## config.mk

```make
export PLATFORM = sky130hd
export DESIGN_NAME = button_divert_protocol_controller_top_flat
export DESIGN_NICKNAME = d
export VERILOG_FILES = /design/src/design/bdpc_pkg.sv /design/src/design/bdpc_if.sv /design/src/design/bdpc_core.sv /design/src/design/button_divert_protocol_controller_top.sv /design/src/flat_wrapper.sv
export SDC_FILE = /design/constraint.sdc
export NUM_CORES = 1
export LEC_CHECK = 0
export ABC_AREA = 1
export BUFFER_PORTS_ARGS = -buffer_cell sky130_fd_sc_hd__buf_2
export CAP_MARGIN = 20
export CORE_MARGIN = 2
export CORE_UTILIZATION = 25
export DETAILED_ROUTE_END_ITERATION = 10
export GPL_TIMING_DRIVEN = 0
export HOLD_SLACK_MARGIN = 0.12
export SLEW_MARGIN = 10
export SYNTH_ARGS = -nofsm -noshare
export SYNTH_HDL_FRONTEND = slang
export SYNTH_SLANG_ARGS = --single-unit
```

## constraint.sdc

```tcl
create_clock -name clk_i -period 5.25 [get_ports clk_i]
set_input_delay 0.525 -clock clk_i [delete_from_list [all_inputs] [get_ports clk_i]]
set_output_delay 0.525 -clock clk_i [all_outputs]
set_load 0.02 [all_outputs]
```

## src/design/bdpc_pkg.sv

```systemverilog
// ----------------------------------------------------------------------------
// Button divert protocol controller: shared definitions
// Operation and phase codes, protocol constants and the payload structs of
// the item and result channels.
// ----------------------------------------------------------------------------
package bdpc_pkg;

  // Longest report length that is counted before the count saturates.
  localparam int REPORT_LEN_MAX_DEF = 63;

  // Retry limit after reset.
  localparam logic [7:0] MAX_RETRIES_RST = 8'd32;

  // Control ids of the two buttons and the id of the feature looked up.
  localparam logic [15:0] CID_BACK    = 16'h0053;
  localparam logic [15:0] CID_FORWARD = 16'h0056;
  localparam logic [15:0] FEATURE_ID  = 16'h1B04;

  // Report framing codes.
  localparam logic [7:0] KIND_SHORT = 8'h10;
  localparam logic [7:0] KIND_LONG  = 8'h11;
  localparam logic [7:0] ERR_MARK   = 8'hFF;
  localparam logic [3:0] SW_ID      = 4'h2;
  localparam logic [3:0] FN_QUERY   = 4'h0;
  localparam logic [3:0] FN_SET     = 4'h3;

  // Button mask bits.
  localparam logic [1:0] BTN_BACK    = 2'b01;
  localparam logic [1:0] BTN_FORWARD = 2'b10;

  typedef enum logic [1:0] {
    OP_CONNECT    = 2'd0,
    OP_DISCONNECT = 2'd1,
    OP_TICK       = 2'd2,
    OP_REPORT     = 2'd3
  } op_e;

  typedef enum logic [1:0] {
    SEND_NONE   = 2'd0,
    SEND_QUERY  = 2'd1,
    SEND_DIVERT = 2'd2
  } send_e;

  typedef enum logic [2:0] {
    PH_IDLE   = 3'd0,
    PH_NEED   = 3'd1,
    PH_WAITF  = 3'd2,
    PH_READY  = 3'd3,
    PH_WAITS  = 3'd4,
    PH_FAILED = 3'd5
  } phase_e;

  typedef struct packed {
    op_e        op;
    logic [1:0] target_mask;
    logic [1:0] unsupported_mask;
    logic       send_accepted;
    logic [7:0] report_kind;
    logic [7:0] report_byte;
    logic       byte_last;
  } item_t;

  typedef struct packed {
    send_e       send_kind;
    logic [7:0]  send_feature;
    logic [15:0] send_control_id;
    logic        send_enable;
    logic        report_claimed;
    logic        is_connected;
    logic [7:0]  feature_slot;
    logic [1:0]  wanted;
    logic [1:0]  applied;
    logic [1:0]  held;
    logic [1:0]  supported;
    logic [1:0]  failed;
  } result_t;

endpackage

```

## src/design/bdpc_if.sv

```systemverilog
// ----------------------------------------------------------------------------
// Button divert protocol controller: channel interfaces
// Valid/ready channels for the item words going in and the result words
// coming out.
// ----------------------------------------------------------------------------
interface bdpc_item_if;
  import bdpc_pkg::*;

  logic  valid;
  logic  ready;
  item_t data;

  modport source (output valid, output data, input ready);
  modport sink (input valid, input data, output ready);
endinterface

interface bdpc_result_if;
  import bdpc_pkg::*;

  logic    valid;
  logic    ready;
  result_t data;

  modport source (output valid, output data, input ready);
  modport sink (input valid, input data, output ready);
endinterface

```

## src/design/bdpc_core.sv

```systemverilog
// ----------------------------------------------------------------------------
// Button divert protocol controller: protocol state and step logic
// Holds the link, divert and report stream state and works out, for one
// item, the next state and the status snapshot in a single pass.
// ----------------------------------------------------------------------------
module bdpc_core #(
  parameter int REPORT_LEN_MAX = bdpc_pkg::REPORT_LEN_MAX_DEF
) (
  input  logic              clk_i,
  input  logic              rst_ni,
  input  logic              cfg_we_i,
  input  logic [7:0]        cfg_data_i,
  input  logic              step_i,
  input  bdpc_pkg::item_t   item_i,
  output bdpc_pkg::result_t result_o
);
  import bdpc_pkg::*;

  localparam int CNT_W = $clog2(REPORT_LEN_MAX + 1);

  // Registered state.
  logic [7:0]       max_retries_q;
  logic             link_up_q, link_up_d;
  phase_e           phase_q, phase_d;
  logic [7:0]       feature_q, feature_d;
  logic [1:0]       desired_q, desired_d;
  logic [1:0]       last_desired_q, last_desired_d;
  logic [1:0]       applied_q, applied_d;
  logic [1:0]       held_q, held_d;
  logic [1:0]       supported_q, supported_d;
  logic [1:0]       pfail_q, pfail_d;
  logic [1:0]       ext_unsup_q, ext_unsup_d;
  logic [1:0]       pend_btn_q, pend_btn_d;
  logic             pend_on_q, pend_on_d;
  logic [7:0]       retry_q, retry_d;
  logic [CNT_W-1:0] cnt_q, cnt_d;
  logic [7:0]       hdr_q [4];
  logic [7:0]       hdr_d [4];
  logic [1:0]       held_acc_q, held_acc_d;
  logic [7:0]       pair_hi_q, pair_hi_d;
  logic             ended_q, ended_d;

  // Error reply for the given feature and function: the marker, the feature
  // index, then the function and software id.
  function automatic logic err_match(logic [7:0] h1, logic [7:0] h2, logic [7:0] h3,
                                     logic [7:0] feat, logic [3:0] fn);
    return (h1 == ERR_MARK) && (h2 == feat) && (h3[7:4] == fn) && (h3[3:0] == SW_ID);
  endfunction

  // Next state and the snapshot for the item in the stage register.
  always_comb begin
    logic [1:0]  fresh;
    logic [1:0]  eff;
    logic [1:0]  diff;
    logic [1:0]  bit_sel;
    logic        en;
    logic [15:0] cid;
    logic        len_ge3;
    logic        len_ge4;
    logic        len_ge5;
    logic        claimed;
    logic        kind_ok;
    logic        engaged;
    result_t     res;

    link_up_d      = link_up_q;
    phase_d        = phase_q;
    feature_d      = feature_q;
    desired_d      = desired_q;
    last_desired_d = last_desired_q;
    applied_d      = applied_q;
    held_d         = held_q;
    supported_d    = supported_q;
    pfail_d        = pfail_q;
    ext_unsup_d    = ext_unsup_q;
    pend_btn_d     = pend_btn_q;
    pend_on_d      = pend_on_q;
    retry_d        = retry_q;
    cnt_d          = cnt_q;
    hdr_d          = hdr_q;
    held_acc_d     = held_acc_q;
    pair_hi_d      = pair_hi_q;
    ended_d        = ended_q;
    fresh          = '0;
    eff            = '0;
    diff           = '0;
    bit_sel        = '0;
    en             = 1'b0;
    cid            = '0;
    len_ge3        = 1'b0;
    len_ge4        = 1'b0;
    len_ge5        = 1'b0;
    claimed        = 1'b0;
    kind_ok        = 1'b0;
    engaged        = 1'b0;
    res            = '0;

    case (item_i.op) inside
      OP_CONNECT, OP_DISCONNECT: begin
        link_up_d      = (item_i.op == OP_CONNECT);
        phase_d        = PH_IDLE;
        feature_d      = '0;
        desired_d      = '0;
        last_desired_d = '0;
        applied_d      = '0;
        held_d         = '0;
        supported_d    = '0;
        pfail_d        = '0;
        ext_unsup_d    = '0;
        pend_btn_d     = '0;
        retry_d        = '0;
        cnt_d          = '0;
        hdr_d          = '{default: '0};
        held_acc_d     = '0;
        pair_hi_d      = '0;
        ended_d        = 1'b0;
        // A disconnect keeps the direction of the last divert request.
        if (item_i.op == OP_CONNECT) begin
          pend_on_d = 1'b0;
        end
      end

      OP_TICK: begin
        if (link_up_q) begin
          // A change of the wanted mask re-arms buttons that were just added.
          if (item_i.target_mask != last_desired_q) begin
            fresh          = item_i.target_mask & ~last_desired_q;
            pfail_d        = pfail_q & ~fresh & item_i.target_mask;
            last_desired_d = item_i.target_mask;
            desired_d      = item_i.target_mask;
            if ((fresh != '0) && (feature_q == '0) && (phase_q == PH_FAILED)) begin
              phase_d = PH_NEED;
            end
          end
          ext_unsup_d = item_i.unsupported_mask;

          if ((phase_d == PH_WAITF) || (phase_d == PH_WAITS)) begin
            // A reply is outstanding: nothing is sent.
          end else if (feature_q == '0) begin
            // Feature index still unknown: query it while anything is wanted.
            if (desired_d == '0) begin
              phase_d = PH_IDLE;
            end else if (phase_d != PH_FAILED) begin
              phase_d             = PH_NEED;
              res.send_kind       = SEND_QUERY;
              res.send_control_id = FEATURE_ID;
              if (item_i.send_accepted) begin
                phase_d = PH_WAITF;
                retry_d = '0;
              end else begin
                retry_d = retry_q + 8'd1;
                if (retry_d >= max_retries_q) begin
                  pfail_d = pfail_d | desired_d;
                  phase_d = PH_FAILED;
                  retry_d = '0;
                end
              end
            end
          end else begin
            // Divert or release the lowest button that is out of step.
            phase_d = PH_READY;
            eff     = desired_d & ~pfail_d;
            diff    = applied_q ^ eff;
            if (diff != '0) begin
              bit_sel             = diff[0] ? BTN_BACK : BTN_FORWARD;
              en                  = (eff & bit_sel) != '0;
              pend_btn_d          = bit_sel;
              res.send_kind       = SEND_DIVERT;
              res.send_feature    = feature_q;
              res.send_control_id = (bit_sel == BTN_BACK) ? CID_BACK : CID_FORWARD;
              res.send_enable     = en;
              if (item_i.send_accepted) begin
                pend_on_d = en;
                phase_d   = PH_WAITS;
                retry_d   = '0;
              end else begin
                retry_d = retry_q + 8'd1;
                if (retry_d >= max_retries_q) begin
                  if (en) begin
                    pfail_d = pfail_d | bit_sel;
                  end
                  retry_d = '0;
                end
              end
            end
          end
        end
      end

      default: begin
        // Report byte: header capture and held-list parsing until saturation.
        if (cnt_q < CNT_W'(REPORT_LEN_MAX)) begin
          for (int k = 0; k < 4; k++) begin
            if (cnt_q == CNT_W'(k)) begin
              hdr_d[k] = item_i.report_byte;
            end
          end
          if (cnt_q >= CNT_W'(3)) begin
            if (cnt_q[0]) begin
              pair_hi_d = item_i.report_byte;
            end else if (!ended_q) begin
              cid = {pair_hi_q, item_i.report_byte};
              if (cid == '0) begin
                ended_d = 1'b1;
              end else if (cid == CID_BACK) begin
                held_acc_d = held_acc_q | BTN_BACK;
              end else if (cid == CID_FORWARD) begin
                held_acc_d = held_acc_q | BTN_FORWARD;
              end
            end
          end
          cnt_d = cnt_q + CNT_W'(1);
        end

        // Judge the whole report at its last byte.
        if (item_i.byte_last) begin
          len_ge3 = cnt_d >= CNT_W'(3);
          len_ge4 = cnt_d >= CNT_W'(4);
          len_ge5 = cnt_d >= CNT_W'(5);
          kind_ok = (item_i.report_kind == KIND_SHORT) || (item_i.report_kind == KIND_LONG);
          engaged = (desired_q != '0) || (applied_q != '0) || (phase_q == PH_WAITF) ||
                    (phase_q == PH_WAITS) || (feature_q != '0);

          if (link_up_q && kind_ok && engaged) begin
            claimed = 1'b1;
            if (!len_ge3) begin
              // Too short to carry a header: taken and ignored.
            end else if ((phase_q == PH_WAITF) && len_ge5 &&
                         err_match(hdr_d[1], hdr_d[2], hdr_d[3], 8'h00, FN_QUERY)) begin
              pfail_d = pfail_q | desired_q;
              phase_d = PH_FAILED;
            end else if ((phase_q == PH_WAITS) && len_ge5 &&
                         err_match(hdr_d[1], hdr_d[2], hdr_d[3], feature_q, FN_SET)) begin
              if (pend_on_q) begin
                pfail_d = pfail_q | pend_btn_q;
              end else begin
                applied_d = applied_q & ~pend_btn_q;
              end
              held_d     = held_q & ~pend_btn_q;
              phase_d    = PH_READY;
              pend_btn_d = '0;
            end else if ((phase_q == PH_WAITF) && (hdr_d[1] == 8'h00) &&
                         (hdr_d[2][7:4] == FN_QUERY) && (hdr_d[2][3:0] == SW_ID) &&
                         len_ge4) begin
              feature_d = hdr_d[3];
              if (hdr_d[3] == '0) begin
                pfail_d = pfail_q | desired_q;
                phase_d = PH_FAILED;
              end else begin
                phase_d = PH_READY;
              end
            end else if ((phase_q == PH_WAITS) && (hdr_d[1] == feature_q) &&
                         (hdr_d[2][7:4] == FN_SET) && (hdr_d[2][3:0] == SW_ID)) begin
              if (pend_on_q) begin
                applied_d   = applied_q | pend_btn_q;
                supported_d = supported_q | pend_btn_q;
                pfail_d     = pfail_q & ~pend_btn_q;
              end else begin
                applied_d = applied_q & ~pend_btn_q;
                held_d    = held_q & ~pend_btn_q;
              end
              pend_btn_d = '0;
              phase_d    = PH_READY;
            end else if ((feature_q != '0) && (hdr_d[1] == feature_q) &&
                         (hdr_d[2][7:4] == FN_QUERY)) begin
              held_d = held_acc_d & applied_q;
            end
          end

          // Every last byte closes the stream.
          cnt_d      = '0;
          hdr_d      = '{default: '0};
          held_acc_d = '0;
          pair_hi_d  = '0;
          ended_d    = 1'b0;
        end
      end
    endcase

    res.report_claimed = claimed;
    res.is_connected   = link_up_d;
    res.feature_slot   = feature_d;
    res.wanted         = desired_d;
    res.applied        = applied_d;
    res.held           = held_d;
    res.supported      = supported_d;
    res.failed         = pfail_d | ext_unsup_d;
    result_o           = res;
  end

  // Retry limit register.
  always_ff @(posedge clk_i or negedge rst_ni) begin
    if (!rst_ni) begin
      max_retries_q <= MAX_RETRIES_RST;
    end else if (cfg_we_i) begin
      max_retries_q <= cfg_data_i;
    end
  end

  // State update, once for each item that leaves the stage register.
  always_ff @(posedge clk_i or negedge rst_ni) begin
    if (!rst_ni) begin
      link_up_q      <= 1'b0;
      phase_q        <= PH_IDLE;
      feature_q      <= '0;
      desired_q      <= '0;
      last_desired_q <= '0;
      applied_q      <= '0;
      held_q         <= '0;
      supported_q    <= '0;
      pfail_q        <= '0;
      ext_unsup_q    <= '0;
      pend_btn_q     <= '0;
      pend_on_q      <= 1'b0;
      retry_q        <= '0;
      cnt_q          <= '0;
      hdr_q          <= '{default: '0};
      held_acc_q     <= '0;
      pair_hi_q      <= '0;
      ended_q        <= 1'b0;
    end else if (step_i) begin
      link_up_q      <= link_up_d;
      phase_q        <= phase_d;
      feature_q      <= feature_d;
      desired_q      <= desired_d;
      last_desired_q <= last_desired_d;
      applied_q      <= applied_d;
      held_q         <= held_d;
      supported_q    <= supported_d;
      pfail_q        <= pfail_d;
      ext_unsup_q    <= ext_unsup_d;
      pend_btn_q     <= pend_btn_d;
      pend_on_q      <= pend_on_d;
      retry_q        <= retry_d;
      cnt_q          <= cnt_d;
      hdr_q          <= hdr_d;
      held_acc_q     <= held_acc_d;
      pair_hi_q      <= pair_hi_d;
      ended_q        <= ended_d;
    end
  end

  // With the link down the controller rests in the idle phase.
  a_down_idle: assert property (@(posedge clk_i) disable iff (!rst_ni)
    !link_up_q |-> (phase_q == PH_IDLE))
    else $error("phase left idle while the link is down");

  // Ready and waiting for a divert reply both need a known feature index.
  a_feature_known: assert property (@(posedge clk_i) disable iff (!rst_ni)
    ((phase_q == PH_READY) || (phase_q == PH_WAITS)) |-> (feature_q != '0))
    else $error("divert phase without a feature index");

  // Held buttons are diverted, and diverted buttons have been confirmed.
  a_held_applied: assert property (@(posedge clk_i) disable iff (!rst_ni)
    ((held_q & ~applied_q) == '0) && ((applied_q & ~supported_q) == '0))
    else $error("held, applied and supported masks out of order");

  // The length count stops at the saturation point.
  a_count_sat: assert property (@(posedge clk_i) disable iff (!rst_ni)
    cnt_q <= CNT_W'(REPORT_LEN_MAX))
    else $error("report length count passed saturation");

endmodule

```

## src/design/button_divert_protocol_controller_top.sv

```systemverilog
// ----------------------------------------------------------------------------
// Button divert protocol controller: top level
// Takes connect, disconnect, tick and report-byte words, drives the feature
// query and button divert commands and returns one status word per item.
//
//   Channel    Dir  Handshake       Carries
//   item_i     in   valid/ready     op, masks, send_accepted, report byte
//   result_o   out  valid/ready     command fields and status snapshot
//   cfg_*_i    in   write enable    max_retries
//
// One item per cycle is sustained while the result channel is not stalled. An
// accepted item is held in the stage register, where the step logic updates
// the state and fills the result register when the stage moves on; the result
// is offered from the result register until it is taken.
// Reset clears all state and sets the retry limit to 32. A stalled result
// register holds the stage, and items are still taken while the stage is
// free or moving on in the same cycle.
// ----------------------------------------------------------------------------
module button_divert_protocol_controller_top #(
  parameter int REPORT_LEN_MAX = bdpc_pkg::REPORT_LEN_MAX_DEF
) (
  input  logic                 clk_i,
  input  logic                 rst_ni,
  bdpc_item_if.sink            item_i,
  bdpc_result_if.source        result_o,
  input  logic                 cfg_we_i,
  input  logic [7:0]           cfg_data_i
);
  import bdpc_pkg::*;

  logic    stage_v_q, stage_v_d;
  item_t   stage_q;
  logic    out_v_q, out_v_d;
  result_t out_q;
  result_t step_res;
  logic    advance;
  logic    accept;

  // The stage moves on when the result register is free or being emptied.
  assign advance      = stage_v_q && (!out_v_q || result_o.ready);
  assign item_i.ready = !stage_v_q || advance;
  assign accept       = item_i.valid && item_i.ready;

  assign stage_v_d = accept ? 1'b1 : (advance ? 1'b0 : stage_v_q);
  assign out_v_d   = advance ? 1'b1 : (result_o.ready ? 1'b0 : out_v_q);

  bdpc_core #(
    .REPORT_LEN_MAX (REPORT_LEN_MAX)
  ) u_core (
    .clk_i      (clk_i),
    .rst_ni     (rst_ni),
    .cfg_we_i   (cfg_we_i),
    .cfg_data_i (cfg_data_i),
    .step_i     (advance),
    .item_i     (stage_q),
    .result_o   (step_res)
  );

  // Valid flags of the stage and result registers.
  always_ff @(posedge clk_i or negedge rst_ni) begin
    if (!rst_ni) begin
      stage_v_q <= 1'b0;
      out_v_q   <= 1'b0;
    end else begin
      stage_v_q <= stage_v_d;
      out_v_q   <= out_v_d;
    end
  end

  // Payload registers.
  always_ff @(posedge clk_i) begin
    if (accept) begin
      stage_q <= item_i.data;
    end
    if (advance) begin
      out_q <= step_res;
    end
  end

  assign result_o.valid = out_v_q;
  assign result_o.data  = out_q;

  // A full stage that cannot move on must block new items.
  a_stage_block: assert property (@(posedge clk_i) disable iff (!rst_ni)
    (stage_v_q && out_v_q && !result_o.ready) |-> !item_i.ready)
    else $error("item taken while the stage is blocked");

  // Each step of the stage lands in the result register.
  a_step_lands: assert property (@(posedge clk_i) disable iff (!rst_ni)
    advance |=> out_v_q)
    else $error("stepped item left no result");

  // A result that is not taken stays put.
  a_result_held: assert property (@(posedge clk_i) disable iff (!rst_ni)
    (out_v_q && !result_o.ready) |=> (out_v_q && $stable(out_q)))
    else $error("pending result changed before it was taken");

endmodule

```

## src/flat_wrapper.sv

```systemverilog
// flat-port wrapper written by rule: the top's interface ports become plain ports
module button_divert_protocol_controller_top_flat import bdpc_pkg::*;
#(
  parameter int REPORT_LEN_MAX = bdpc_pkg::REPORT_LEN_MAX_DEF
)
  (clk_i, rst_ni, cfg_we_i, cfg_data_i, item_i_valid, item_i_data, item_i_ready, result_o_valid, result_o_data, result_o_ready);
  bdpc_item_if item_i_i ();
  bdpc_result_if result_o_i ();
  input  logic clk_i;
  input  logic rst_ni;
  input  logic cfg_we_i;
  input  logic [7:0] cfg_data_i;
  input wire logic [$bits(item_i_i.valid)-1:0] item_i_valid;
  input wire logic [$bits(item_i_i.data)-1:0] item_i_data;
  output wire logic [$bits(item_i_i.ready)-1:0] item_i_ready;
  output wire logic [$bits(result_o_i.valid)-1:0] result_o_valid;
  output wire logic [$bits(result_o_i.data)-1:0] result_o_data;
  input wire logic [$bits(result_o_i.ready)-1:0] result_o_ready;
  assign item_i_i.valid = item_i_valid;
  assign item_i_i.data = item_i_data;
  assign item_i_ready = item_i_i.ready;
  assign result_o_valid = result_o_i.valid;
  assign result_o_data = result_o_i.data;
  assign result_o_i.ready = result_o_ready;
  button_divert_protocol_controller_top #(.REPORT_LEN_MAX(REPORT_LEN_MAX)) u_core (.clk_i(clk_i), .rst_ni(rst_ni), .item_i(item_i_i), .result_o(result_o_i), .cfg_we_i(cfg_we_i), .cfg_data_i(cfg_data_i));
endmodule
```

==> run summary, run 1 <==
The fraction of synthesized cell area taken by the top area cell type came out at 0.258. The area of the mapped netlist is 8430 sq um. The final worst-path cycle share is 0.603. The compound-gate portion of the synthesized area is 0.112.

The DRC violation count after routing is 0. The actual transition at the worst max-transition pin is just under 1 ns. The average wire length per cell after detail routing came out at ~15 um.

Buffers inserted to repair hold after CTS numbered 0. The aggregate routed wire length is approximately 24000 um. Setup violations remaining at the end of the flow were counted as 0. The count of buffers inserted at the top-level ports is 77.

By area the synthesized netlist is led by sky130_fd_sc_hd__dfrtp_1, sky130_fd_sc_hd__edfxtp_1, sky130_fd_sc_hd__nand2_1. The row count came out at 67. The top-level I/O count is 86. The power per unit of standard cell area is approximately 380 nW/um^2. Of the post-synthesis cell area, the part taken by muxes is 0.00134. The fraction of registers with async set/reset is 0.603. After clock tree synthesis, the clock-pin slew on the worst setup and hold paths is 0.07 ns.

The clock arrives with 0.0110 ns of skew. The global-route wire length before repair came out at just under 40000 um. The worst hold path belongs to the class in -> async. The biggest area contributor in the post-synthesis netlist is sky130_fd_sc_hd__dfrtp_1. Setup repair after global routing left no endpoint under its margin.

The gate count of the mapped netlist is 1062. The count of nets left with antenna violations after detail routing is 0. The last weighted congestion value of the routability-driven placer is 0.932.

Once the clock tree was built, the resizer swapped 0 gates to a different size. Across every metal layer, demand over resource in global routing totals 0.141. The H-tree was split into 4 levels. The cell sitting at the root of the clock tree is a sky130_fd_sc_hd__clkbuf_16.

The post-synthesis adder-cell area fraction is 0.0267. The detailed router placed 7537 vias in this run. Entering global routing, the biggest net connects 55 pins. The number of antenna violations at the first check in global routing was 1.

The total overflow reported by the global router came out at 0. Sorting the synthesized cells by how often they occur yields sky130_fd_sc_hd__nand2_1, sky130_fd_sc_hd__inv_1, sky130_fd_sc_hd__nor2_1. After filler insertion, the fill cell instance count of the layout stands at 3639. The reported max-cap violation count came out at 0. The longest clock path from root to sink contains 2 buffers. The worst max-slew margin expressed relative to the limit came out at 0.342. The critical path data arrival time came out at 3.36 ns.

The total power came out at 3.78 mW. A synthesized cell averages 7.94 sq um. The run finished with clean final reports. The hold violation count in the final report is 0.

Of all nets on the critical path, the largest fanout is 10. The synthesized-area fraction occupied by xor and xnor cells came out at 0.00935. The share of post-route cells with drive strength above 1 is 0.158. The clock period minus final worst setup slack is 3.17 ns. Yosys instantiated no cell more often than sky130_fd_sc_hd__nand2_1. The total CTS buffers is 17. After synthesis, the largest family of logic cells by area is simple AND/OR/NAND/NOR gates. From left edge to right edge, the die measures 188 um. The total of warnings raised by yosys is 0. The number of max-slew violations in the final report came out at 0. In the final timing run, aggregate negative setup slack is 0 ns.

Timing would allow up to approximately 320 MHz. The initial utilization of the core area, before any placement, comes to 0.253. The number of antenna diodes is 0. The number of enable-type register cells in the synthesized netlist is 58. The category of the worst setup path capture point is a flip-flop. The commonest register cell after synthesis is sky130_fd_sc_hd__dfrtp_1.

The half-perimeter wire length after placement came out at 18800 um. STA classifies the critical path startpoint as a flip-flop. The peak ir drop on the vdd network came out at 0.209 mV. The sequential-to-total area share from yosys stat is 0.468. The core outline area is 33400 sq um. STA puts the critical path data required time at 5.44 ns. The post-synthesis share of cell area spent on and, or, nand and nor gates came out at 0.291. The analysis attributes to cell leakage a power of 4.89 nW.

The vertical die dimension came out at 188 um. Clock tree synthesis found a total of 146 sinks. The clock latency on the worst-skew pair came out at 0.44 ns.

After synthesis the netlist holds a flip-flop and latch count of 146. The number of different library cells in the post-synthesis netlist came out at 48. The number of global-route vias before repair is 7233.

The DRC marker count from the first detailed-route iteration is 604. The area of the die is between 30000 and 40000 sq um. The post-CTS setup repair buffer count is 0. The area growth from synthesis to final layout is 18.9%. TritonCTS built the clock tree.

After the last flow step, the layout net total stands at ~1200. The via density per instance came out at 4.63. The critical path is of the reg -> reg type. The detailed-router iteration count before antenna repair is 8.
[placed cells by master, fill, tap and decap left out, types with 6 or more instances in the layout]
| master | count |
|---|---|
| sky130_fd_sc_hd__dfrtp_1 | 87 |
| sky130_fd_sc_hd__edfxtp_1 | 58 |
| sky130_fd_sc_hd__xor2_1 | 9 |
| sky130_fd_sc_hd__nand3b_1 | 6 |
| sky130_fd_sc_hd__nand4_1 | 37 |
| sky130_fd_sc_hd__o21ai_0 | 53 |
| sky130_fd_sc_hd__clkbuf_16 | 18 |
| sky130_fd_sc_hd__buf_4 | 14 |
| sky130_fd_sc_hd__conb_1 | 7 |
| sky130_fd_sc_hd__buf_2 | 83 |
| sky130_fd_sc_hd__and3_1 | 10 |
| sky130_fd_sc_hd__o22ai_1 | 31 |
| sky130_fd_sc_hd__nand3_1 | 59 |
| sky130_fd_sc_hd__o31ai_1 | 10 |
| sky130_fd_sc_hd__clkbuf_1 | 12 |
| sky130_fd_sc_hd__nand2_1 | 292 |
| sky130_fd_sc_hd__inv_6 | 6 |
| sky130_fd_sc_hd__nor3_1 | 10 |
| sky130_fd_sc_hd__a21oi_1 | 20 |
| sky130_fd_sc_hd__o21ai_2 | 12 |
| sky130_fd_sc_hd__o21ai_1 | 17 |
| sky130_fd_sc_hd__nor2_2 | 13 |
| sky130_fd_sc_hd__nor2_1 | 99 |
| sky130_fd_sc_hd__inv_1 | 137 |
| sky130_fd_sc_hd__ha_1 | 18 |
[area by class of cell]
class | instances | area (sq um) | share of cell area
buffer | 37 | 223 | 0.0222
clock buffer | 19 | 454 | 0.0453
clock inverter | 13 | 131 | 0.0131
inverter | 146 | 551 | 0.0549
multi-input combinational | 739 | 3730 | 0.373
sequential | 146 | 3950 | 0.394
tap | 448 | 561 | 0.0559
timing repair buffer | 79 | 423 | 0.0422
[kinds of logic after synthesis]
| group | count (synthesis) |
|---|---|
| simple gates | 546 |
| buf+inv | 183 |
| compound gates | 158 |
| flops | 146 |
| fa+ha+maj | 18 |
| xor+xnor | 9 |
| other cells | 1 |
| mux | 1 |
[flip-flops by register name (all words and copies together), names as in the netlist, 3 cells and up]
register / count
u_core.u_core.feature_q: 8
u_core.stage_q: 23
u_core.u_core.max_retries_q: 8
u_core.u_core.retry_q: 8
u_core.u_core.pair_hi_q: 8
u_core.u_core.hdr_q: 24
u_core.u_core.cnt_q: 6
u_core.u_core.phase_q: 3
u_core.result_o.data: 35
[layer usage]
| layer | part of all wire | routed length [um] | global-route usage |
|---|---|---|---|
| met2 | 0.44 | 10800 | 0.218 |
| met5 | 0.00053 | 13 | 0 |
| met3 | 0.066 | 1610 | 0.0331 |
| met4 | 0.016 | 381 | 0.0382 |
| met1 | 0.47 | 11600 | 0.198 |
[power by group]
| group | switching [mW] | internal (mW) |
|---|---|---|
| clock | 0.571 | 0.661 |
| combinational | 0.803 | 0.333 |
| sequential | 0.0849 | 1.33 |
| total | 1.46 | 2.32 |
[path summary, 6_finish.rpt]
| kind | slack [ns] | to | cells after the start | start |
|---|---|---|---|---|
| worst max-delay path | 2.08 | u_core.result_o.data[0] | 21 | u_core.u_core.cnt_q[1] |
| worst min-delay path | 0.16 | u_core.u_core.pair_hi_q[3] | 1 | rst_ni |
| worst max register to register | 2.08 | u_core.result_o.data[0] | 21 | u_core.u_core.cnt_q[1] |
| worst min register to register | 0.49 | u_core.u_core.ext_unsup_q[0] | 2 | u_core.u_core.ext_unsup_q[0] |
| max in group asynchronous | 4.41 | u_core.u_core.held_q[0] | 2 | rst_ni |
| min in group clk_i | 0.26 | u_core.stage_q[18] | 1 | item_i_data[18] |
[through the flow]
step	setup WS (ns)	util	instance area, sq um	std cells	hold WS, ns
after global routing	1.83	0.300	10000	1627	0.216
after global placement	2.14	0.282	9400	1593	0.465
final	2.08	0.300	10000	1627	0.155
after CTS	2.11	0.300	10000	1626	0.184
after detailed placement	2.13	0.282	9420	1594	0.471
after floorplan	2.78	-	8450	1068	0.229
[worst max-delay path, cell delays in order (launching register included)]
cell and delay (ns):
sky130_fd_sc_hd__dfrtp_1 0.44, sky130_fd_sc_hd__inv_1 0.10, sky130_fd_sc_hd__ha_1 0.15, sky130_fd_sc_hd__buf_2 0.22, sky130_fd_sc_hd__nand3_2 0.15, sky130_fd_sc_hd__buf_6 0.17, sky130_fd_sc_hd__nand2_1 0.05, sky130_fd_sc_hd__nand2_1 0.15
sky130_fd_sc_hd__nand2_1 0.10, sky130_fd_sc_hd__nand2_1 0.05, sky130_fd_sc_hd__inv_1 0.04, sky130_fd_sc_hd__nand2_1 0.04, sky130_fd_sc_hd__nor2_1 0.40, sky130_fd_sc_hd__nand4_1 0.27, sky130_fd_sc_hd__nand2_1 0.12, sky130_fd_sc_hd__nand3_1 0.07
sky130_fd_sc_hd__nand2_1 0.06, sky130_fd_sc_hd__nand2_1 0.05, sky130_fd_sc_hd__nand2_1 0.07, sky130_fd_sc_hd__nand2_1 0.08, sky130_fd_sc_hd__nand2_1 0.08, sky130_fd_sc_hd__nand2_1 0.06
No activity file was read; power rests on OpenSTA's default activity.
==> run 2: changes to the inputs <==
- clock period: 5.25 -> 2.56 ns (I/O delays scaled with it)
==> run 2 against run 1 <==
The flow now finishes with violations (setup timing). Sequential share of layout area shrank 7.8 points. Clock power grew 110%. Wire length grew 15%. Clock skew grew 0.0034 ns. Core utilization grew 7.5 points. Non-clock buffer count grew 139. Combinational power grew to 3.2 times the previous value. Critical path type unchanged. Largest cell class is now multi-input combinational cells.
==> run summary, run 2 (synthesis results as in run 1) <==
After detailed routing, no signal wire sits above met4. The H-tree depth is 4 (unchanged). The aggregate routed wire length came out at 28100 um (+15%). The final total negative setup slack came out at -6.60 ns (-6.60 ns).

The power per unit of standard cell area is 727 nW/um^2 (+93%). The top-level I/O count is 86 (unchanged). The total overflow reported by the global router came to 0 (unchanged). The type of origin of the critical path is a flip-flop. The detailed-routed wire length on met2 is 13500 um (+24%). The pin count of the biggest net entering global routing is 55 (unchanged). The number of antenna violations at the first check in global routing is 0 (-1).

The final reports fail on setup timing. The internal cell power came out at 5.47 mW (+140%). Leaving out fill and tap cells, the most frequent cells in the layout are sky130_fd_sc_hd__nand2_1, sky130_fd_sc_hd__inv_1, sky130_fd_sc_hd__buf_4, sky130_fd_sc_hd__dfrtp_1, sky130_fd_sc_hd__buf_2. The clock skew came out at 0.0144 ns (+0.00343 ns).

The post-detailed-placement cell area came out at 9420 sq um (unchanged). The worst register-to-register path begins at u_core.u_core.cnt_q[0]. The classification of the worst-slack hold path is in -> reg. The clock network fraction of total power came out at 0.279 (-0.047).

The number of max-slew violations in the final report came out at 0 (unchanged). Setup repair after global routing could not meet its margin everywhere. The root buffer cell chosen for the clock tree is sky130_fd_sc_hd__clkbuf_16. The number of buffers on the longest clock path is 2 (unchanged). The total routing usage reported by global routing came out at 0.151 (+0.0103).

The combinational cell fraction of total power is 0.401 (+0.100). The cell total after placement is 1594 (unchanged). The area growth from synthesis to final layout came out at 48.4%. The initial standard-cell utilization of the core was 0.253 (unchanged). The startpoint of the worst setup timing path is u_core.u_core.cnt_q[0]. The part of the power in registers is 0.321 (-0.052). The reported max-cap violation count was 0 (unchanged). The count of nets left with antenna violations after detail routing came out at 0 (unchanged). The peak ir drop on the vdd network is 0.461 mV (+120%). The worst max-slew margin expressed relative to the limit came out at 0.300 (-0.0422). The detailed-router iteration count before antenna repair came out at 5 (-3).

In this run the most critical hold path is launched from cfg_we_i. The total CTS buffers is 17 (unchanged). The clock latency on the worst-skew pair is 0.44 ns (about the same). The global-route wire length before repair was 42300 um (+7.9%).

The final worst-path cycle share is 1.08 (+0.481). The number of global-route vias before repair came out at 7957 (+10%). The critical-path maximum fanout came out at 8 (-2). The total number of vias came out at 8410 (+12%). The core outline area came to 33400 sq um (unchanged). The area of the die was 35200 sq um (unchanged). The final standard cell count with taps included and fillers excluded was 1767 (+8.6%). The clock transition time at the flip-flop clock pins of the worst setup and hold paths is 0.07 ns (about the same). The share of total power consumed by net switching came out at 0.398 (+0.0115). The worst path required time is 2.86 ns (-2.58 ns).

The post-layout net count is 1361 (+11%). The hold violation count in the final report came out at 0 (unchanged). The number of flip-flops in the largest register came out at 35 (unchanged). The x dimension of the die was 188 um (unchanged).

The routed metal-1 wire length came out at 12100 um (+4.7%). The average wire length per cell after detail routing came out at 15.9 um (+5.9%). The total met3 wirelength after detailed routing is 1820 um (+13%). The critical path data arrival time came out at 3.08 ns (-0.28 ns).

The worst setup path is captured at a flip-flop. The number of failing setup endpoints in the final timing report came to 45 (+45). The finished layout cell area is 12500 sq um (+25%). The maximum operating frequency came out at 360 MHz (+14%). TritonCTS built the clock tree. The flow ran to the end, but the final reports show violations. The vertical die dimension is 188 um (unchanged).

The number of clock sinks is 146 (unchanged). The count of buffers inserted at the top-level ports came out at 77 (unchanged). The via density per instance came out at 4.76 (+2.7%). The number of antenna diodes is 0 (unchanged).

The last weighted congestion value of the routability-driven placer is 0.932 (unchanged). The half-perimeter wire length after placement came out at 18800 um (unchanged). The minimum setup slack among reg-to-reg paths is -0.22 ns (-2.30 ns). The total leakage power is 5.82 nW (+19%). The actual transition at the worst max-transition pin was 1.05 ns (+0.0622 ns). The clock period minus final worst setup slack came out at 2.78 ns (-0.390 ns). Leaving out fill and tap cells, the most frequent cell in the layout is sky130_fd_sc_hd__nand2_1. The critical path is of the reg -> reg type. The DRC marker count from the first detailed-route iteration came out at 648 (+7.3%). The DRC violation count after routing came out at 0 (unchanged). The share of post-route cells with drive strength above 1 is 0.372 (+0.214). The final worst-path setup slack is -0.216 ns (-2.30 ns). The row count was 67 (unchanged). The power dissipated by switching net loads came out at 3.62 mW (+150%).
[run 2: metal layers]
metal  vias up  global-route usage
met3        48              0.0305
li1       4011                   -
met5         -                   0
met1      4034               0.205
met2       317               0.242
met4         0              0.0503
[run 2: final timing paths]
kind	end	depth (start not counted)
worst max-delay path	u_core.result_o.data[11]	14
worst min-delay path	u_core.u_core.max_retries_q[0]	2
worst max register to register	u_core.result_o.data[11]	14
worst min register to register	u_core.u_core.hdr_q[8]	2
max in group asynchronous	u_core.u_core.feature_q[4]	3
min in group asynchronous	u_core.u_core.cnt_q[5]	2
[run 2: timing repair]
item                                    CTS  global route
cloned                                    3             1
pin swaps                                56           114
endpoints found under the hold margin    85             0
setup buffers                            55            48
hold buffers                             38             0
resized for setup                       137           213
endpoints found under the setup margin   65           130
[run 2: layout make-up]
cell class	instances	area [sq um]
flip-flops and latches	146	3950
fillers	3372	20900
repair buffers	221	1750
clock inverters	13	131
well taps	448	561
multi-input cells	740	4840
plain buffers	34	238
clock buffers	19	454
inverters	146	589
[run 2: worst max-delay path, stage by stage (launching register included)]
cell	delay, ns
sky130_fd_sc_hd__dfrtp_2	0.49
sky130_fd_sc_hd__inv_4	0.10
sky130_fd_sc_hd__ha_4	0.16
sky130_fd_sc_hd__nand3_4	0.12
sky130_fd_sc_hd__buf_12	0.17
sky130_fd_sc_hd__o21ai_4	0.24
sky130_fd_sc_hd__nand2_2	0.12
sky130_fd_sc_hd__nor2_4	0.17
sky130_fd_sc_hd__nand3_2	0.11
sky130_fd_sc_hd__nor2_4	0.19
sky130_fd_sc_hd__clkinv_4	0.13
sky130_fd_sc_hd__nor2_4	0.17
sky130_fd_sc_hd__clkinv_4	0.18
sky130_fd_sc_hd__nand2_4	0.11
sky130_fd_sc_hd__and3_4	0.17
[run 2: through the flow]
step	utilization	total power, mW	setup slack, ns	hold WS [ns]
after detailed placement	0.282	5.25	-0.562	0.381
after global placement	0.282	5.23	-0.554	0.433
final	0.375	9.09	-0.216	0.138
after floorplan	-	4.53	0.0936	-0.0396
after global routing	0.375	9.54	-0.394	0.138
after CTS	0.341	8.32	-0.134	0.129
[run 2: power by group through the flow]
stage                     combinational [mW]  sequential, mW  clock, mW
after CTS                               2.84            2.90       2.57
after global routing                    3.92            2.95       2.68
after detailed placement                2.31            2.94          0
after floorplan                         1.55            2.98          0
after global placement                  2.29            2.93          0
final                                   3.64            2.92       2.53
==> run 3: changes to the inputs <==
- CORE_UTILIZATION: 25 -> 54
- PLACE_DENSITY: not set -> 0.77
==> run 3 against run 2 <==
The flow still finishes with violations (setup timing). First-iteration DRC count is 81% higher. Die area shrank 53%. Sequential power is essentially flat. Via count increased by 5.5%. Critical endpoint is now u_core.result_o.data[1]. Fmax is 0.54% lower.
==> run summary, run 3 (synthesis results as in run 1) <==
The run finished, with violations left. The checks that failed: setup timing. The post-detailed-placement cell area was 9100 sq um (-3.4%).

The number of failing setup endpoints in the final timing report is 44 (-2.2%). The hold violation count in the final report came out at 0 (unchanged). The final worst-path setup slack came out at -0.231 ns (-0.0150 ns).

The worst setup path is of the reg -> reg kind. The slowest cell on the critical path is sky130_fd_sc_hd__dfrtp_2. STA classifies the critical path endpoint as a flip-flop. The number of global-route vias before repair came out at 8064 (+1.3%). The actual transition at the worst max-transition pin came out at 0.929 ns (-0.120 ns). The total routing usage reported by global routing is 0.317 (+0.166). The cell total after placement was 1334 (-16%).

The pin count of the biggest net entering global routing is 62 (+13%). The DRC violation count after routing came to 0 (unchanged). The average wire length per cell after detail routing is 19.0 um (+19%). The area growth from synthesis to final layout is 40.2%. The detailed-routed wire length on met2 is 13800 um (+2.3%).

The number of flip-flops in the largest register came out at 35 (unchanged). The routed metal-1 wire length is 10600 um (-12%). The DRC marker count from the first detailed-route iteration is 1170 (+81%). The final total negative setup slack came out at -6.15 ns (+0.449 ns).

The end-of-flow core utilization is 0.777 (+0.403). The buffers plus inverters on the worst setup path is 2 (-2). The critical path data arrival time came to 2.97 ns (-0.11 ns). The post-placement setup slack came out at -0.542 ns (+0.0194 ns).

The power per unit of standard cell area was 759 nW/um^2 (+4.4%). The total leakage power is 5.66 nW (-2.8%). The number of clock sinks came out at 146 (unchanged). The clock root buffer master is sky130_fd_sc_hd__clkbuf_16. In this run the worst setup path begins at u_core.u_core.cnt_q[2]. The total number of vias came out at 8873 (+5.5%).

The total met3 wirelength after detailed routing came out at 2560 um (+41%). The number of logic stages on the critical path including buffering is 18 (+4). The H-tree depth is 4 (unchanged). The clock period minus final worst setup slack came out at 2.79 ns (+0.0150 ns).

The clock transition time at the flip-flop clock pins of the worst setup and hold paths is 0.06 ns (about the same). The peak ir drop on the vdd network is 0.635 mV (+38%). The worst hold slack across all endpoints is 0.167 ns (+0.0292 ns). The endpoint identified for the worst register-to-register timing path is u_core.result_o.data[1].

The detailed router used layers up to and including met4. The clock skew is 0.0164 ns (+0.00199 ns). The number of buffers on the longest clock path is 2 (unchanged). The row count is 45 (-33%). The critical-path maximum fanout was 7 (-1). The minimum setup slack among reg-to-reg paths came out at -0.23 ns (-0.02 ns). The clock latency on the worst-skew pair came out at 0.44 ns (about the same).

The via density per instance is 5.94 (+25%). The final worst-path cycle share is 1.09 (+0.00587). The worst-case reg-to-reg path depth came out at 18 (+4). The last weighted congestion value of the routability-driven placer is 0.949 (+1.8%). The longest individual stage delay on the worst path came out at 0.44 ns (-0.05 ns). The vertical die dimension is 129 um (-31%). The x dimension of the die is 129 um (-31%). Leaving out fill and tap cells, the most frequent cell in the layout is sky130_fd_sc_hd__nand2_1. The share of post-route cells with drive strength above 1 was 0.339 (-0.0333).

The layout filler cell count came out at 963 (-71%). The count of buffers inserted at the top-level ports came to 77 (unchanged). The maximum operating frequency is 358 MHz (-0.54%).

The detailed-router iteration count before antenna repair is 7 (+2). The initial standard-cell utilization of the core is 0.554 (+0.302). By instance count, the cell type seen most on the critical path is sky130_fd_sc_hd__nand2_1. The most critical setup path has its endpoint at u_core.result_o.data[1].

The total CTS buffers came out at 17 (unchanged). The aggregate routed wire length is 28400 um (+1.1%). The top-level I/O count is 86 (unchanged).

The reported max-cap violation count came to 0 (unchanged). The top cell types in the final layout, fill and taps aside, are sky130_fd_sc_hd__nand2_1, sky130_fd_sc_hd__inv_1, sky130_fd_sc_hd__buf_4, sky130_fd_sc_hd__dfrtp_1, sky130_fd_sc_hd__buf_2. Setup repair after global routing could not meet its margin everywhere. The number of antenna diodes came out at 0 (unchanged). The core outline area is 15200 sq um (-54%). The half-perimeter wire length after placement came out at 16600 um (-12%). The post-layout net count came to 1349 (-0.88%). The total power came out at 8.97 mW (-1.3%).

The area of the die was 16600 sq um (-53%). The type of origin of the critical path is a flip-flop. The critical path goes through nor2_4 -> nand3_4 -> buf_8 -> nand2_4 -> nand2_4 -> buf_4 -> nand2_1 -> nand2_1 -> nor2_2 -> nand3_1 -> nor2_1 -> nand4_1 -> nand2_1 -> nand2_1 -> nand2_1 -> nand2_2 -> nand2_1 -> nand2_1. The number of antenna violations at the first check in global routing came out at 0 (unchanged). The clock tree from TritonCTS is yes.

The number of max-slew violations in the final report is 0 (unchanged). The worst max-slew margin expressed relative to the limit is 0.380 (+0.0802). The final standard cell count with taps included and fillers excluded came out at 1495 (-15%). The total overflow reported by the global router came to 0 (unchanged).

The worst path required time is 2.74 ns (-0.12 ns). The global-route wire length before repair came out at 40500 um (-4.3%). The count of nets left with antenna violations after detail routing is 0 (unchanged). Grouping stages by cell kind, the critical path spends the most delay in simple AND/OR/NAND/NOR gates. The path class of the tightest hold or removal check is in -> reg. The finished layout cell area came out at 11800 sq um (-5.5%). The startpoint identified for the worst register-to-register timing path is u_core.u_core.cnt_q[2].
[run 3: worst min path at each step]
stage	startpoint	end	slack (ns)	cells past startpoint
2_1_floorplan	rst_ni	u_core.result_o.valid	-0.04	0
3_3_place_gp	item_i_data[21]	u_core.stage_q[21]	0.43	1
3_5_place_dp	rst_ni	u_core.u_core.hdr_q[18]	0.22	1
4_1_cts	cfg_we_i	u_core.u_core.max_retries_q[0]	0.14	2
5_1_grt	cfg_we_i	u_core.u_core.max_retries_q[0]	0.17	2
6_report	cfg_we_i	u_core.u_core.max_retries_q[0]	0.17	2
[run 3: metal layers]
layer / track usage / up-vias
li1: - / 3970
met1: 0.395 / 4175
met2: 0.527 / 584
met3: 0.0657 / 144
met4: 0.159 / 0
met5: 0 / -
[run 3: what timing repair did]
action / CTS / global route
setup endpoints to repair: 71 / 94
pin swaps: 60 / 70
buffers inserted: 47 / 43
hold buffers: 38 / 0
gates cloned: 4 / 1
resized for setup: 123 / 165
endpoints found under the hold margin: 60 / 0
[run 3: final cells by class]
| class | count | area (sq um) | area share |
|---|---|---|---|
| Multi-Input combinational cell | 740 | 4630 | 0.392 |
| Sequential cell | 146 | 3950 | 0.334 |
| Timing Repair Buffer | 208 | 1570 | 0.133 |
| Inverter | 146 | 587 | 0.0497 |
| Clock buffer | 21 | 482 | 0.0408 |
| Buffer | 35 | 243 | 0.0205 |
| Tap cell | 188 | 235 | 0.0199 |
| Clock inverter | 11 | 126 | 0.0107 |
[run 3: where the power goes]
| part | total [mW] | internal [mW] | switching, mW |
|---|---|---|---|
| clock network | 2.60 | 1.55 | 1.05 |
| logic | 3.45 | 1.26 | 2.20 |
| registers | 2.92 | 2.72 | 0.194 |
